## config.mk

```make
export PLATFORM = sky130hd
export DESIGN_NAME = iim_dataset_stream_parser_core
export DESIGN_NICKNAME = d
export VERILOG_FILES = /design/src/sv/iimdsp_pkg.sv /design/src/sv/iimdsp_front.sv /design/src/sv/iimdsp_queue.sv /design/src/sv/iimdsp_back.sv /design/src/sv/iim_dataset_stream_parser_core.sv
export SDC_FILE = /design/constraint.sdc
export NUM_CORES = 1
export LEC_CHECK = 0
export BUFFER_PORTS_ARGS = -buffer_cell sky130_fd_sc_hd__buf_2
export CAP_MARGIN = 10
export CORE_MARGIN = 3
export CORE_UTILIZATION = 42
export CTS_CLUSTER_SIZE = 8
export DETAILED_ROUTE_END_ITERATION = 8
export PLACE_DENSITY_LB_ADDON = 0.15
export SYNTH_ARGS = -nofsm -noshare
export SYNTH_HDL_FRONTEND = slang
export SYNTH_HIERARCHICAL = 1
export SYNTH_SLANG_ARGS = --single-unit
```

## constraint.sdc

```tcl
create_clock -name clock -period 12.5 [get_ports clock]
set_input_delay 2.5 -clock clock [delete_from_list [all_inputs] [get_ports clock]]
set_output_delay 2.5 -clock clock [all_outputs]
set_load 0.05 [all_outputs]
```

## src/sv/iimdsp_pkg.sv

```systemverilog
package iimdsp_pkg;

   localparam int LENGTH_BITS = 48;
   localparam int EXT_COUNT_BITS = 15;
   localparam int QUEUE_DEPTH = 2;
   localparam int QUEUE_PTR_BITS = $clog2(QUEUE_DEPTH);
   localparam int QUEUE_CNT_BITS = $clog2(QUEUE_DEPTH + 1);

   localparam logic [7:0] MARKER_BYTE = 8'h1C;
   localparam logic [7:0] DESIG_BYTE0 = 8'h1B;
   localparam logic [7:0] DESIG_BYTE1 = 8'h25;
   localparam logic [7:0] DESIG_BYTE2 = 8'h47;
   localparam logic [1:0] DESIG_DONE = 2'd3;

   // event codes
   localparam logic [3:0] EV_HEADER      = 4'd0;
   localparam logic [3:0] EV_HEADER_DONE = 4'd1;
   localparam logic [3:0] EV_EMPTY       = 4'd2;
   localparam logic [3:0] EV_PAYLOAD     = 4'd3;
   localparam logic [3:0] EV_LAST        = 4'd4;
   localparam logic [3:0] EV_PAD         = 4'd5;
   localparam logic [3:0] EV_TRUNC       = 4'd6;
   localparam logic [3:0] EV_BAD_MARKER  = 4'd7;
   localparam logic [3:0] EV_LEN_ERR     = 4'd8;
   localparam logic [3:0] EV_IGNORED     = 4'd9;

   // handling classes
   localparam logic [1:0] CLS_SKIP    = 2'd0;
   localparam logic [1:0] CLS_TEXT    = 2'd1;
   localparam logic [1:0] CLS_VALUE16 = 2'd2;
   localparam logic [1:0] CLS_CHARSET = 2'd3;

   localparam logic [7:0] REC_TEXT_LO = 8'd2;
   localparam logic [7:0] REC_TEXT_HI = 8'd6;

   typedef struct packed {
      logic [7:0] in_byte;
      logic       end_of_data;
   } req_type;

   typedef struct packed {
      logic [3:0]             event_res;
      logic [7:0]             record_number;
      logic [7:0]             dataset_number;
      logic [LENGTH_BITS-1:0] data_length;
      logic [7:0]             payload_byte;
      logic [1:0]             handling_class;
      logic                   known_dataset;
      logic                   text_utf8;
      logic [15:0]            word_value;
      logic                   word_valid;
   } rsp_type;

   typedef struct packed {
      logic known;
      logic [1:0] cls;
   } lookup_type;

   // classified byte handed from front to back
   typedef struct packed {
      logic [7:0] in_byte;
      logic       end_of_data;
      logic       is_marker;
      logic       is_zero;
      lookup_type lookup;
      logic [3:0] desig_eq;
   } item_type;

   typedef enum logic [7:0] {
      PH_MARKER  = 8'b0000_0001,
      PH_RECORD  = 8'b0000_0010,
      PH_DATASET = 8'b0000_0100,
      PH_LEN_HI  = 8'b0000_1000,
      PH_LEN_LO  = 8'b0001_0000,
      PH_EXT_LEN = 8'b0010_0000,
      PH_PAYLOAD = 8'b0100_0000,
      PH_STOPPED = 8'b1000_0000
   } phase_type;

   // known record:dataset pairs; unknown record-2 datasets count as text
   function automatic lookup_type ds_lookup(input logic [7:0] rec, input logic [7:0] ds);
      lookup_type r;
      r.known = 1'b1;
      r.cls = CLS_SKIP;
      unique case (rec)
         8'd1: begin
            unique case (ds)
               8'd0, 8'd20, 8'd22, 8'd120, 8'd122: r.cls = CLS_VALUE16;
               8'd90: r.cls = CLS_CHARSET;
               8'd5, 8'd30, 8'd40, 8'd50, 8'd60, 8'd70, 8'd80, 8'd100: r.cls = CLS_TEXT;
               default: r.known = 1'b0;
            endcase
         end
         8'd2: begin
            unique case (ds)
               8'd0, 8'd200, 8'd201: r.cls = CLS_VALUE16;
               8'd125, 8'd202: r.cls = CLS_SKIP;
               8'd3, 8'd4, 8'd5, 8'd7, 8'd8, 8'd10, 8'd12, 8'd15, 8'd20, 8'd22, 8'd25,
               8'd26, 8'd27, 8'd30, 8'd35, 8'd37, 8'd38, 8'd40, 8'd42, 8'd45, 8'd47,
               8'd50, 8'd55, 8'd60, 8'd62, 8'd63, 8'd65, 8'd70, 8'd75, 8'd80, 8'd85,
               8'd90, 8'd92, 8'd95, 8'd100, 8'd101, 8'd103, 8'd105, 8'd110, 8'd115,
               8'd116, 8'd118, 8'd120, 8'd122, 8'd130, 8'd131, 8'd135, 8'd150, 8'd151,
               8'd152, 8'd153, 8'd154: r.cls = CLS_TEXT;
               default: begin
                  r.known = 1'b0;
                  r.cls = CLS_TEXT;
               end
            endcase
         end
         8'd7: begin
            unique case (ds)
               8'd10, 8'd20, 8'd90, 8'd95: r.cls = CLS_SKIP;
               default: r.known = 1'b0;
            endcase
         end
         8'd8, 8'd9: begin
            r.known = (ds == 8'd10);
         end
         default: r.known = 1'b0;
      endcase
      return r;
   endfunction

endpackage

```

## src/sv/iimdsp_front.sv

```systemverilog
module iimdsp_front (
   input  logic                 clock,
   input  logic                 reset,
   input  logic                 req_valid,
   output logic                 req_ready,
   input  iimdsp_pkg::req_type  req_payload,
   input  logic                 q_full,
   output logic                 q_push,
   output iimdsp_pkg::item_type q_item
);
   import iimdsp_pkg::*;

   logic [7:0] prev_byte_ff;
   logic [7:0] prev_byte_in;

   assign req_ready = !q_full && !reset;
   assign q_push = req_valid && req_ready;

   // remember the byte before, so the dataset byte can be classified here
   assign prev_byte_in = q_push ? req_payload.in_byte : prev_byte_ff;

   always_ff @(posedge clock) begin
      if (reset) begin
         prev_byte_ff <= '0;
      end else begin
         prev_byte_ff <= prev_byte_in;
      end
   end

   always_comb begin
      q_item.in_byte = req_payload.in_byte;
      q_item.end_of_data = req_payload.end_of_data;
      q_item.is_marker = (req_payload.in_byte == MARKER_BYTE);
      q_item.is_zero = (req_payload.in_byte == 8'd0);
      q_item.lookup = ds_lookup(prev_byte_ff, req_payload.in_byte);
      q_item.desig_eq = {1'b0,
                         req_payload.in_byte == DESIG_BYTE2,
                         req_payload.in_byte == DESIG_BYTE1,
                         req_payload.in_byte == DESIG_BYTE0};
   end

endmodule

```

## src/sv/iimdsp_queue.sv

```systemverilog
module iimdsp_queue (
   input  logic                 clock,
   input  logic                 reset,
   input  logic                 push,
   input  iimdsp_pkg::item_type push_item,
   output logic                 full,
   input  logic                 pop,
   output logic                 head_valid,
   output iimdsp_pkg::item_type head_item
);
   import iimdsp_pkg::*;

   item_type                  entry_ff [QUEUE_DEPTH];
   logic [QUEUE_PTR_BITS-1:0] wr_ptr_ff, wr_ptr_in;
   logic [QUEUE_PTR_BITS-1:0] rd_ptr_ff, rd_ptr_in;
   logic [QUEUE_CNT_BITS-1:0] count_ff, count_in;

   assign full = (count_ff == QUEUE_CNT_BITS'(QUEUE_DEPTH));
   assign head_valid = (count_ff != '0);
   assign head_item = entry_ff[rd_ptr_ff];

   always_comb begin
      wr_ptr_in = wr_ptr_ff;
      rd_ptr_in = rd_ptr_ff;
      if (push) begin
         wr_ptr_in = (wr_ptr_ff == QUEUE_PTR_BITS'(QUEUE_DEPTH - 1)) ? '0 : wr_ptr_ff + 1'b1;
      end
      if (pop) begin
         rd_ptr_in = (rd_ptr_ff == QUEUE_PTR_BITS'(QUEUE_DEPTH - 1)) ? '0 : rd_ptr_ff + 1'b1;
      end
      count_in = count_ff + QUEUE_CNT_BITS'(push) - QUEUE_CNT_BITS'(pop);
   end

   always_ff @(posedge clock) begin
      if (reset) begin
         wr_ptr_ff <= '0;
         rd_ptr_ff <= '0;
         count_ff <= '0;
      end else begin
         wr_ptr_ff <= wr_ptr_in;
         rd_ptr_ff <= rd_ptr_in;
         count_ff <= count_in;
      end
   end

   always_ff @(posedge clock) begin
      if (push) begin
         entry_ff[wr_ptr_ff] <= push_item;
      end
   end

`ifndef SYNTHESIS
   a_no_overflow: assert property (@(posedge clock) disable iff (reset)
      full |-> !push)
      else $error("queue written while full");
   a_no_underflow: assert property (@(posedge clock) disable iff (reset)
      !head_valid |-> !pop)
      else $error("queue read while empty");
`endif

endmodule

```

## src/sv/iimdsp_back.sv

```systemverilog
module iimdsp_back (
   input  logic                 clock,
   input  logic                 reset,
   input  logic                 head_valid,
   input  iimdsp_pkg::item_type head_item,
   output logic                 pop,
   output logic                 rsp_valid,
   input  logic                 rsp_ready,
   output iimdsp_pkg::rsp_type  rsp_payload
);
   import iimdsp_pkg::*;

   phase_type                 phase_ff, phase_in;
   logic [7:0]                rec_ff, rec_in;
   logic [7:0]                ds_ff, ds_in;
   logic [7:0]                len_hi_ff, len_hi_in;
   logic [LENGTH_BITS-1:0]    acc_ff, acc_in;
   logic [EXT_COUNT_BITS-1:0] ext_left_ff, ext_left_in;
   logic [LENGTH_BITS-1:0]    left_ff, left_in;
   logic [1:0]                pidx_ff, pidx_in;
   logic                      utf8_ff, utf8_in;
   logic                      seen_ff, seen_in;
   logic [1:0]                cls_ff, cls_in;
   logic                      known_ff, known_in;
   logic [7:0]                hold_ff, hold_in;
   logic                      rsp_valid_ff, rsp_valid_in;
   rsp_type                   rsp_ff, rsp_in;

   logic [7:0]             b;
   logic [3:0]             ev;
   logic [7:0]             pbyte;
   logic [15:0]            word;
   logic                   wvalid;
   logic                   hdr_done;
   logic [LENGTH_BITS-1:0] left_dec;
   logic [LENGTH_BITS-1:0] ext_acc;

   // take the next byte when the output register is free or being drained
   assign pop = head_valid && (!rsp_valid_ff || rsp_ready);
   assign b = head_item.in_byte;
   assign left_dec = left_ff - 1'b1;
   assign ext_acc = {acc_ff[LENGTH_BITS-9:0], b};

   always_comb begin
      phase_in = phase_ff;
      rec_in = rec_ff;
      ds_in = ds_ff;
      len_hi_in = len_hi_ff;
      acc_in = acc_ff;
      ext_left_in = ext_left_ff;
      left_in = left_ff;
      pidx_in = pidx_ff;
      utf8_in = utf8_ff;
      seen_in = seen_ff;
      cls_in = cls_ff;
      known_in = known_ff;
      hold_in = hold_ff;
      ev = EV_IGNORED;
      pbyte = '0;
      word = '0;
      wvalid = 1'b0;
      hdr_done = 1'b0;
      unique case (phase_ff)
         PH_MARKER: begin
            if (head_item.is_marker) begin
               rec_in = '0;
               ds_in = '0;
               cls_in = CLS_SKIP;
               known_in = 1'b0;
               acc_in = '0;
               phase_in = PH_RECORD;
               ev = EV_HEADER;
            end else if (head_item.is_zero && seen_ff) begin
               ev = head_item.end_of_data ? EV_PAD : EV_TRUNC;
               phase_in = PH_STOPPED;
            end else begin
               ev = EV_BAD_MARKER;
               phase_in = PH_STOPPED;
            end
         end
         PH_RECORD: begin
            rec_in = b;
            phase_in = PH_DATASET;
            ev = EV_HEADER;
         end
         PH_DATASET: begin
            ds_in = b;
            cls_in = head_item.lookup.cls;
            known_in = head_item.lookup.known;
            phase_in = PH_LEN_HI;
            ev = EV_HEADER;
         end
         PH_LEN_HI: begin
            len_hi_in = b;
            phase_in = PH_LEN_LO;
            ev = EV_HEADER;
         end
         PH_LEN_LO: begin
            if (!len_hi_ff[7]) begin
               acc_in = LENGTH_BITS'({len_hi_ff, b});
               hdr_done = 1'b1;
            end else if ({len_hi_ff[6:0], b} == '0) begin
               acc_in = '0;
               hdr_done = 1'b1;
            end else begin
               ext_left_in = {len_hi_ff[6:0], b};
               acc_in = '0;
               phase_in = PH_EXT_LEN;
               ev = EV_HEADER;
            end
         end
         PH_EXT_LEN: begin
            if (acc_ff[LENGTH_BITS-1 -: 8] != 8'd0) begin
               ev = EV_LEN_ERR;
               phase_in = PH_STOPPED;
            end else begin
               acc_in = ext_acc;
               ext_left_in = ext_left_ff - 1'b1;
               if (ext_left_ff == EXT_COUNT_BITS'(1)) begin
                  hdr_done = 1'b1;
               end else begin
                  ev = EV_HEADER;
               end
            end
         end
         PH_PAYLOAD: begin
            pbyte = b;
            if (cls_ff == CLS_CHARSET && pidx_ff != DESIG_DONE) begin
               if (head_item.desig_eq[pidx_ff]) begin
                  pidx_in = pidx_ff + 1'b1;
                  if (pidx_ff == 2'd2) begin
                     utf8_in = 1'b1;
                  end
               end else begin
                  pidx_in = DESIG_DONE;
               end
            end
            if (cls_ff == CLS_VALUE16 && acc_ff == LENGTH_BITS'(2)) begin
               if (left_ff == LENGTH_BITS'(2)) begin
                  hold_in = b;
               end else if (left_ff == LENGTH_BITS'(1)) begin
                  word = {hold_ff, b};
                  wvalid = 1'b1;
               end
            end
            left_in = left_dec;
            if (left_dec == '0) begin
               ev = EV_LAST;
               seen_in = 1'b1;
               phase_in = PH_MARKER;
            end else begin
               ev = EV_PAYLOAD;
            end
         end
         PH_STOPPED: ev = EV_IGNORED;
         default: ev = EV_IGNORED;
      endcase
      if (hdr_done) begin
         if (cls_ff == CLS_CHARSET) begin
            utf8_in = 1'b0;
         end
         if (acc_in == '0) begin
            seen_in = 1'b1;
            phase_in = PH_MARKER;
            ev = EV_EMPTY;
         end else begin
            left_in = acc_in;
            pidx_in = '0;
            phase_in = PH_PAYLOAD;
            ev = EV_HEADER_DONE;
         end
      end
   end

   always_comb begin
      rsp_in.event_res = ev;
      rsp_in.record_number = rec_in;
      rsp_in.dataset_number = ds_in;
      rsp_in.data_length = acc_in;
      rsp_in.payload_byte = pbyte;
      rsp_in.handling_class = cls_in;
      rsp_in.known_dataset = known_in;
      rsp_in.text_utf8 = utf8_in && rec_in >= REC_TEXT_LO && rec_in <= REC_TEXT_HI;
      rsp_in.word_value = word;
      rsp_in.word_valid = wvalid;
      rsp_valid_in = pop || (rsp_valid_ff && !rsp_ready);
   end

   always_ff @(posedge clock) begin
      if (reset || (pop && head_item.end_of_data)) begin
         phase_ff <= PH_MARKER;
         rec_ff <= '0;
         ds_ff <= '0;
         len_hi_ff <= '0;
         acc_ff <= '0;
         ext_left_ff <= '0;
         left_ff <= '0;
         pidx_ff <= '0;
         utf8_ff <= 1'b0;
         seen_ff <= 1'b0;
         cls_ff <= CLS_SKIP;
         known_ff <= 1'b0;
         hold_ff <= '0;
      end else if (pop) begin
         phase_ff <= phase_in;
         rec_ff <= rec_in;
         ds_ff <= ds_in;
         len_hi_ff <= len_hi_in;
         acc_ff <= acc_in;
         ext_left_ff <= ext_left_in;
         left_ff <= left_in;
         pidx_ff <= pidx_in;
         utf8_ff <= utf8_in;
         seen_ff <= seen_in;
         cls_ff <= cls_in;
         known_ff <= known_in;
         hold_ff <= hold_in;
      end
   end

   always_ff @(posedge clock) begin
      if (reset) begin
         rsp_valid_ff <= 1'b0;
      end else begin
         rsp_valid_ff <= rsp_valid_in;
      end
   end

   always_ff @(posedge clock) begin
      if (pop) begin
         rsp_ff <= rsp_in;
      end
   end

   assign rsp_valid = rsp_valid_ff;
   assign rsp_payload = rsp_ff;

`ifndef SYNTHESIS
   a_payload_nonzero: assert property (@(posedge clock) disable iff (reset)
      phase_ff == PH_PAYLOAD |-> left_ff != '0)
      else $error("payload phase with nothing left to count");
   a_end_restarts: assert property (@(posedge clock) disable iff (reset)
      pop && head_item.end_of_data |=> phase_ff == PH_MARKER && !seen_ff)
      else $error("parser did not restart after end of data");
   a_word_on_last: assert property (@(posedge clock) disable iff (reset)
      rsp_valid_ff && rsp_ff.word_valid |-> rsp_ff.event_res == EV_LAST)
      else $error("word completed on a byte that is not the last payload byte");
`endif

endmodule

```

## src/sv/iim_dataset_stream_parser_core.sv

```systemverilog
// IPTC-IIM dataset stream parser. Feed the stream one byte per transfer on req_;
// every byte yields exactly one result transfer on rsp_, in order. A dataset is the
// 0x1C marker, record, dataset, a 16-bit length word and, for extended lengths,
// that many further length bytes (values of 2^48 and above give a length error),
// then the payload. Each record:dataset pair is looked up in a constant table for
// its handling class; dataset 1:90 beginning ESC % G switches records 2..6 to UTF-8.
// After a bad marker, a truncation, end padding or a length error the parser
// reports every further byte as ignored until the byte flagged end_of_data, after
// which it starts over. Rate: one byte per cycle sustained while rsp_ready stays high;
// the back end's state update is the only loop. A byte goes from its req_ transfer
// into the two-entry queue between the classifying front end and the parsing back
// end, and from the queue head into the output register that drives rsp_valid.
// Either side may stall without losing a byte; req_ready drops only when the
// queue holds two bytes or reset is high.
module iim_dataset_stream_parser_core (
   input  logic                clock,
   input  logic                reset,
   input  logic                req_valid,
   output logic                req_ready,
   input  iimdsp_pkg::req_type req_payload,
   output logic                rsp_valid,
   input  logic                rsp_ready,
   output iimdsp_pkg::rsp_type rsp_payload
);
   import iimdsp_pkg::*;

   logic     q_full;
   logic     q_push;
   item_type q_item;
   logic     head_valid;
   item_type head_item;
   logic     pop;

   // classify: marker and zero tests, table lookup on the previous and current byte
   iimdsp_front u_front (
      .clock       (clock),
      .reset       (reset),
      .req_valid   (req_valid),
      .req_ready   (req_ready),
      .req_payload (req_payload),
      .q_full      (q_full),
      .q_push      (q_push),
      .q_item      (q_item)
   );

   // hold classified bytes so front and back stall independently
   iimdsp_queue u_queue (
      .clock      (clock),
      .reset      (reset),
      .push       (q_push),
      .push_item  (q_item),
      .full       (q_full),
      .pop        (pop),
      .head_valid (head_valid),
      .head_item  (head_item)
   );

   // advance the dataset state machine and register one result per byte
   iimdsp_back u_back (
      .clock       (clock),
      .reset       (reset),
      .head_valid  (head_valid),
      .head_item   (head_item),
      .pop         (pop),
      .rsp_valid   (rsp_valid),
      .rsp_ready   (rsp_ready),
      .rsp_payload (rsp_payload)
   );

endmodule

```

# After elaboration in Yosys (flattened, before gate mapping)
# Memories as Yosys holds them, arrays and structs flattened. A register that Yosys moved wholly into a read port is not among the register bits.
# Index checks and enable logic that the tools add are counted.
# W data, S select, Z words.
totals:
  ff_bits: 268
  latchBits: 0
  mem_bits_rw: 34
  romBits: 0
  inputBits: 13
  out_inout_bits: 99
  word_cells: 242
  mem_count: 1
op_classes:
  add_sub_neg: 7
  multipliers: 0
  div: 0
  magnitude_cmp: 3
  eq_ne: 86
  n_shift: 0
  mux: 74
  n_bitwise: 3
  reduce_logical: 40
mem_list:
  columns: ["memory", "depth", "word_bits", "read_ports", "rd_ports_with_merged_regs", "wr", "line", "rtl"]
  rows:
  - ["u_queue.entry_ff", 2, 17, 1, 1, 1, "iimdsp_queue.sv:13", "item_type entry_ff [QUEUE_DEPTH];"]
ops:
  columns: ["operator", "count"]
  rows:
  - ["$mux W48", 5]
  - ["$eq A8 B7 Y1 const B", 21]
  - ["$pmux W48 S3", 1]
  - ["$eq A8 B6 Y1 const B", 13]
  - ["$eq A48 B2 Y1 const B", 2]
  - ["$logic_not A48 Y1", 2]
  - ["$eq A8 B8 Y1 const B", 11]
  - ["$eq A8 B5 Y1 const B", 8]
  - ["$mux W8", 8]
  - ["$mux W15", 4]
  - ["$reduce_or A57 Y1", 1]
  - ["$eq A8 B4 Y1 const B", 7]
  - ["$pmux W8 S7", 1]
  - ["$eq A48 B1 Y1 const B", 1]
  - ["$sub A48 B1 Y48 const B", 1]
  - ["$eq A8 B3 Y1 const B", 5]
  - ["$pmux W8 S2", 2]
  - ["$pmux W15 S2", 1]
  - ["$mux W4", 7]
  - ["$mux W1", 26]
  - ["$eq A8 B2 Y1 const B", 3]
  - ["$pmux W4 S5", 1]
  - ["$eq A8 B1 Y1 const B", 2]
  - ["$mux W2", 8]
  - ["other kinds (39)", 72]

# Depth between registers and ports, before layout
# Gate-level depths: netlist (run 1).
logic_depth:
  depth_word: 9
  depth_mapped: 14

# Hierarchy
# Netlist (run 1), hierarchy kept.
by_module_without_submodules:
  columns: ["module", "instances", "cells_per_inst", "area_per_inst_um2", "seq_area_each_um2"]
  rows:
  - ["iimdsp_back", 1, 1422, 12793.5, 6095.8]
  - ["iimdsp_queue", 1, 77, 1571.5, 1181.1]
  - ["iimdsp_front", 1, 205, 1390.1, 160.2]

# Least setup slack after synthesis (run 1)
# OpenSTA, ideal clock, no wires.
synth_path:
  path_type: "input port to flip-flop"
  from: "input rsp_ready"
  to: "register u_queue.count_ff[1]"
  arrival_ps: 7417
  t_required_ps: 12436
  path_slack_ps: 5018
  cell_stages: 11
  cell_sequence: "nand2b_1 -> nand2_1 -> inv_1 -> clkbuf_1 -> clkbuf_1 -> buf_1 -> ha_1 -> inv_1 -> ha_1 -> xnor3_1 -> nor2_1"
synth_via:
  elab_chain_cells: 3
synth_lines:
  columns: ["element", "line", "rtl"]
  rows:
  - ["start: declaration", "iim_dataset_stream_parser_core.sv:22", "input logic rsp_ready,"]
  - ["$logic_or A1 B1 Y1", "iimdsp_back.sv:39", "assign pop = head_valid && (!rsp_valid_ff || rsp_ready);"]
  - ["$logic_and A1 B1 Y1", "iimdsp_back.sv:39", null]
  - ["via pop", "iim_dataset_stream_parser_core.sv:32", "logic pop;"]
  - ["$sub A2 B1 Y2", "iimdsp_queue.sv:31", "count_in = count_ff + QUEUE_CNT_BITS'(push) - QUEUE_CNT_BITS'(pop);"]
  - ["end signal: assignment", "iimdsp_queue.sv:42", "count_ff <= count_in;"]
  - ["end: declaration", "iimdsp_queue.sv:16", "logic [QUEUE_CNT_BITS-1:0] count_ff, count_in;"]
# The timed path passes the listed nets, and every way through them passes these cells.
# A chain may end at the register's enable or synchronous reset.

# Worst setup path after layout (run 1)
layout_path:
  from: "input reset"
  to: "output req_ready"
layout_via:
  elab_chain_cells: 2
layout_lines:
  columns: ["element", "line", "rtl"]
  rows:
  - ["start: declaration", "iim_dataset_stream_parser_core.sv:17", "input logic reset,"]
  - ["$logic_not A1 Y1", "iimdsp_front.sv:16", "assign req_ready = !q_full && !reset;"]
  - ["$logic_and A1 B1 Y1", "iimdsp_front.sv:16", null]
  - ["end: declaration", "iim_dataset_stream_parser_core.sv:19", "output logic req_ready,"]
# No other way between the ends.

==> results of run 1 <==
-- synthesized netlist by cell type (8+ instances only) --
cell type,instances
a211oi_1,31
a21oi_1,101
a22o_1,37
a22oi_1,24
a31oi_1,21
and2_1,33
and3_1,10
buf_1,13
buf_2,31
buf_4,16
clkbuf_1,79
dfxtp_1,172
edfxtp_1,133
ha_1,10
inv_1,39
mux2_2,9
mux2_4,10
mux2i_1,19
nand2_1,128
nand2b_1,22
nand3_1,53
nand4_1,25
nor2_1,211
nor2b_1,16
nor3_1,93
nor4_1,42
nor4_2,8
o211ai_1,11
o21ai_0,68
o21ai_1,15
o22ai_1,9
o31a_1,8
o31ai_1,10
or3_1,12
or4_1,20
xnor2_1,8
-- worst paths after layout --
kind | from | end | slack (ps) | cells past startpoint
min | u_back/utf8_ff$_SDFFE_PP0P_ | u_back/utf8_ff$_SDFFE_PP0P_ | 460 | 2
min reg2reg | u_back/utf8_ff$_SDFFE_PP0P_ | u_back/utf8_ff$_SDFFE_PP0P_ | 460 | 2
max reg2reg | u_back/left_ff[0]$_SDFFE_PP0P_ | u_back/phase_ff[1]$_SDFFE_PP0P_ | 7410 | 11
max | reset | req_ready | 6860 | 3
-- critical path, cell delays in order --
cell    delay [ps]
buf_2          210
nor2_1         160
buf_2          280
-- flip-flops by register name, indices dropped and copies added (netlist names), 8 cells and up, named ones only --
signal and count:
u_back/acc_ff 48, u_queue/entry_ff 36, u_back/phase_ff 8, u_back/hold_ff 8, u_front/prev_byte_ff 8, u_back/ext_left_ff 15, u_back/ds_ff 8, u_back/left_ff 48
u_back/len_hi_ff 8, u_back/rsp_payload 97, u_back/rec_ff 8
-- power groups by stage --
stage	combinational, mW	sequential (mW)	clock (mW)
3_5_place_dp	1.48	1.45	0
2_1_floorplan	0.685	1.86	0
4_1_cts	1.48	1.43	1.12
3_3_place_gp	1.47	1.44	0
6_report	1.48	1.43	1.09
5_1_grt	1.57	1.46	1.17
-- per-stage QoR --
step	instance area [µm²]	total power, mW	utilization, %	hold WS [ps]	cells
6_report	17600	4.01	47.9	464	2230
5_1_grt	17600	4.20	47.9	496	2230
4_1_cts	17600	4.04	47.9	462	2230
3_5_place_dp	16300	2.93	44.4	454	2152
3_3_place_gp	16300	2.91	44.4	449	2152
2_1_floorplan	15800	2.55	-	436	1704
-- area by class of cell --
cell class	count	area share, %
clock buffer	75	7.03
clock inverter	3	0.142
inverter	40	0.881
multi-input combinational	1214	42.6
sequential	305	42.2
tap	468	3.32
timing repair buffer	125	3.75
-- cells by family (layout without fill, tap and decap cells) --
family | after synthesis | after routing | synth area share (%)
AO/OA/AOI/OAI | 415 | 415 | 18.3
XOR/XNOR | 16 | 16 | 0.977
adder cells (fa/ha/maj) | 10 | 10 | 0.794
buffers and inverters | 185 | 243 | 5.38
flip-flops | 305 | 305 | 47.2
multiplexers | 39 | 39 | 2.95
other | 1 | 1 | 0.0238
AND/OR/NAND/NOR | 733 | 733 | 24.3
-- metal layers --
layer / vias up / routed length (µm)
li1: 6396 / -
met1: 6617 / 22300
met2: 557 / 21200
met3: 75 / 3940
met4: 0 / 1190
met5: - / 0
==> results.json, run 1 <==
{
  "cts_tree": "built",
  "cts_made_buffers": 44,
  "io_pins": 112,
  "layout_commonest_cell": "nor2_1",
  "cts_setup_buffers": 0,
  "vias": 13600,
  "vdd_ir_drop_max_uv": 97.0,
  "ys_seq_area_share_pct": 47.2,
  "critPathMaxFanout": 17,
  "fin_nets": 1753,
  "path_clk_slew_ps": 50,
  "regArea_um2": 7440,
  "grtUsageTotal_pct": 24.1,
  "maxSlewViolCount": 0,
  "antenna_left": 0,
  "initial_core_util_pct": 42.8,
  "die_w_um": 200,
  "diodes": 0,
  "start_kind": "input port",
  "postSynthCellCount": 1704,
  "area_delta_synth_final_pct": 11.8,
  "grt_pass1_vias": 12500,
  "min_period_over_period_pct": 45.2,
  "core_area_um2": 36800,
  "dp_hpwl_mm": 32.8,
  "fillers": 3496,
  "fin_crit_ps": 5640,
  "drcViolationCount": 0,
  "port_buffers": 111,
  "met2_usage_pct": 35.6,
  "avgRoutedWirePerCell_um": 21.8,
  "fin_ws_ps": 6860,
  "vias_per_cell": 6.12,
  "status": "completed",
  "worstMarginPinSlew_ps": 1290,
  "yosysTopAreaCellShare_pct": 25.3,
  "synth_edf_count": 133,
  "tns_ps": 0,
  "layout-drive-gt1-share_pct": 14.1,
  "antenna_found_initial": 1,
  "globalRouteMet3Util_pct": 5.31,
  "drtPass1Iterations": 7,
  "synth.distinct_cells": 101,
  "synthesis.nets": 1727,
  "setup_viol": 0,
  "yosysTopAreaCell": "edfxtp_1",
  "hold_path_class": "reg2reg",
  "drt-total-wl_mm": 48.6,
  "intPower_mw": 2.33,
  "end_kind": "output port",
  "hold_buffers": 0,
  "synthTopCellsByArea": "edfxtp_1 25%, dfxtp_1 22%, nor2_1 5.0%, a21oi_1 3.2%, nand2_1 3.0%",
  "p_leak_nw": 6.58,
  "place_ws_ps": 6520,
  "power_frac_clock_pct": 27.3,
  "max_freq_mhz": 177,
  "grt_setup_unrepaired": "false",
  "cts_buffer_depth": 3,
  "crit_type": "in2out",
  "maxSlewHeadroom_pct": 13.5,
  "required_ps": 10000,
  "maxCapViolCount": 0,
  "cts_sinks": 305,
  "dr.first_iter.drc_count": 1579,
  "synth-seq-cells": 305,
  "overflow": 0,
  "multi_input_area_um2": 7510,
  "yosys_warnings": 6,
  "power_frac_comb_pct": 37.0,
  "switching_share_pct": 41.9,
  "critPathArrivalTime_ps": 3140,
  "grt_max_degree": 80,
  "grt_util_met1_pct": 35.1,
  "synthFlopType": "dfxtp_1",
  "synthArstFlopShare_pct": 0,
  "finalHoldViolCount": 0,
  "htreeDepth": 2,
  "grt_pass1_wl_mm": 74.8,
  "die_area_um2": 39900,
  "syn-mean-instance-area_um2": 9.25,
  "share_seq_of_total_power_pct": 35.7,
  "switchingPower_mw": 1.68,
  "p_per_area_nw_per_um2": 228,
  "cts_resized": 0,
  "die_h_um": 200,
  "gp_congestion": 0.942,
  "final_cell_mix": "210 x nor2_1, 172 x dfxtp_1, 133 x edfxtp_1",
  "rows": 70,
  "clk_latency_ps": 560,
  "grt_busiest_layer": "met2",
  "mappedNetlistArea_um2": 15800,
  "fin_skew_ps": 22.8,
  "clockRootBuffer": "clkbuf_16"
}
Note: power is estimated with default switching activity, not from simulation.
==> run 2, diff against run 1 <==
==> constraint.sdc (replaced) <==
create_clock -name clock -period 4.99 [get_ports clock]
set_input_delay 0.998 -clock clock [delete_from_list [all_inputs] [get_ports clock]]
set_output_delay 0.998 -clock clock [all_outputs]
set_load 0.05 [all_outputs]
==> results.json, run 2 (synthesized netlist as in run 1, its figures left out) <==
{
  "status": "completed",
  "dr.first_iter.drc_count": 1551,
  "drcViolationCount": 0,
  "fin_crit_ps": 4270,
  "io_pins": 112,
  "max_freq_mhz": 234,
  "antenna_left": 0,
  "cp.depth": 11,
  "clockRootBuffer": "clkbuf_16",
  "dp_hpwl_mm": 33.3,
  "tns_ps": 0,
  "cts_tree": "built",
  "whs_path_depth": 2,
  "overflow": 0,
  "critPathMaxFanout": 12,
  "layout_commonest_cell": "nor2_1",
  "finalHoldViolCount": 0,
  "diodes": 0,
  "grt_setup_unrepaired": "false",
  "worstMarginPinSlew_ps": 1030,
  "critPathArrivalTime_ps": 4720,
  "setup_viol": 0,
  "vias_per_cell": 6.12,
  "cts_made_buffers": 44,
  "vias": 13700,
  "maxCapViolCount": 0,
  "layout-drive-gt1-share_pct": 14.4,
  "avgRoutedWirePerCell_um": 21.6,
  "p_per_area_nw_per_um2": 565,
  "drtPass1Iterations": 6,
  "globalRouteMet3Util_pct": 4.22,
  "grt_pass1_vias": 12500,
  "rows": 70,
  "max_stage_delay_ps": 760,
  "end_kind": "flop",
  "area_delta_synth_final_pct": 12.1,
  "met2_usage_pct": 35.5,
  "initial_core_util_pct": 42.8,
  "crit_slowest_cell": "nor3_1",
  "start_kind": "flop",
  "hold_slack_ps": 466,
  "maxSlewHeadroom_pct": 31.1,
  "port_buffers": 111,
  "die_area_um2": 39900,
  "hold_buffers": 0,
  "p_leak_nw": 6.62,
  "die_h_um": 200,
  "fin_nets": 1761,
  "largest_reg_flops": 97,
  "htreeDepth": 2,
  "final_cell_mix": "210 x nor2_1, 172 x dfxtp_1, 133 x edfxtp_1",
  "path_clk_slew_ps": 50,
  "die_w_um": 200,
  "reg2reg_depth": 11,
  "core_area_um2": 36800,
  "hold_path_class": "reg2reg",
  "grt_util_met1_pct": 36.7,
  "fillers": 3470,
  "cts_buffer_depth": 3,
  "grt_busiest_layer": "met1",
  "cts_sinks": 305,
  "crit_chain": "inv_1, ha_1, nor3b_2, nand4_1, nor3_1, o2111ai_1, a2111o_1, nor4_2, a21oi_1, nor2_1, mux2i_1",
  "grt_max_degree": 78,
  "critPathTopFamily": "simple AND/OR/NAND/NOR gates",
  "vdd_ir_drop_max_uv": 281,
  "grt_pass1_wl_mm": 75.1,
  "fin_skew_ps": 11.5,
  "required_ps": 5430,
  "drt-total-wl_mm": 48.4,
  "cts_setup_buffers": 0,
  "cts_resized": 0,
  "maxSlewViolCount": 0,
  "clk_latency_ps": 530,
  "antenna_found_initial": 2,
  "grtUsageTotal_pct": 24.1,
  "gp_congestion": 0.935,
  "crit_buf_inv": 1,
  "crit_type": "reg2reg",
  "min_period_over_period_pct": 85.6
}
## run 2: where the power goes
| group | switching (mW) | internal, mW | leakage (nW) |
|---|---|---|---|
| Sequential | 0.313 | 3.28 | 2.68 |
| Combinational | 2.80 | 0.896 | 3.34 |
| Clock | 1.03 | 1.66 | 0.594 |
| Total | 4.14 | 5.84 | 6.62 |
## run 2: cell type report
| type | instances | area [µm²] | area share (%) |
|---|---|---|---|
| Inverter | 40 | 155 | 0.878 |
| Sequential cell | 305 | 7440 | 42.1 |
| Clock buffer | 75 | 1240 | 7.01 |
| Timing Repair Buffer | 133 | 733 | 4.15 |
| Clock inverter | 1 | 8.76 | 0.0496 |
| Multi-Input combinational cell | 1214 | 7500 | 42.5 |
| Tap cell | 468 | 586 | 3.32 |
## run 2: path summary, 6_finish.rpt
kind	start	to	slack, ps
worst min-delay path	u_back/utf8_ff$_SDFFE_PP0P_	u_back/utf8_ff$_SDFFE_PP0P_	470
worst min register to register	u_back/utf8_ff$_SDFFE_PP0P_	u_back/utf8_ff$_SDFFE_PP0P_	470
worst max register to register	u_back/left_ff[0]$_SDFFE_PP0P_	u_back/phase_ff[1]$_SDFFE_PP0P_	720
worst max-delay path	u_back/left_ff[0]$_SDFFE_PP0P_	u_back/phase_ff[1]$_SDFFE_PP0P_	720
## run 2: layer usage
layer  vias to the layer above  share of wire (%)
met2                       600                 43
met4                         4                1.9
met1                      6581                 46
met5                         -              0.031
li1                       6419                  -
met3                        70                8.7
## run 2: worst min-delay path: cells and delay by family (launching register included)
family | cells | cell delay, ps
and+or+nand+nor | 1 | 50
DFF | 1 | 310
AOI/OAI and AO/OA | 1 | 50
## run 2: per-stage QoR
stage          instance area [µm²]  util, %  worst slack, ps  std cells  total power [mW]
6_report                     17700     48.0              719       2236              9.98
5_1_grt                      17700     48.0              420       2236              10.5
4_1_cts                      17700     48.0              857       2236              10.1
3_5_place_dp                 16400     44.6              891       2160              7.31
3_3_place_gp                 16400     44.6             1010       2160              7.30
2_1_floorplan                15800        -              548       1704              6.36
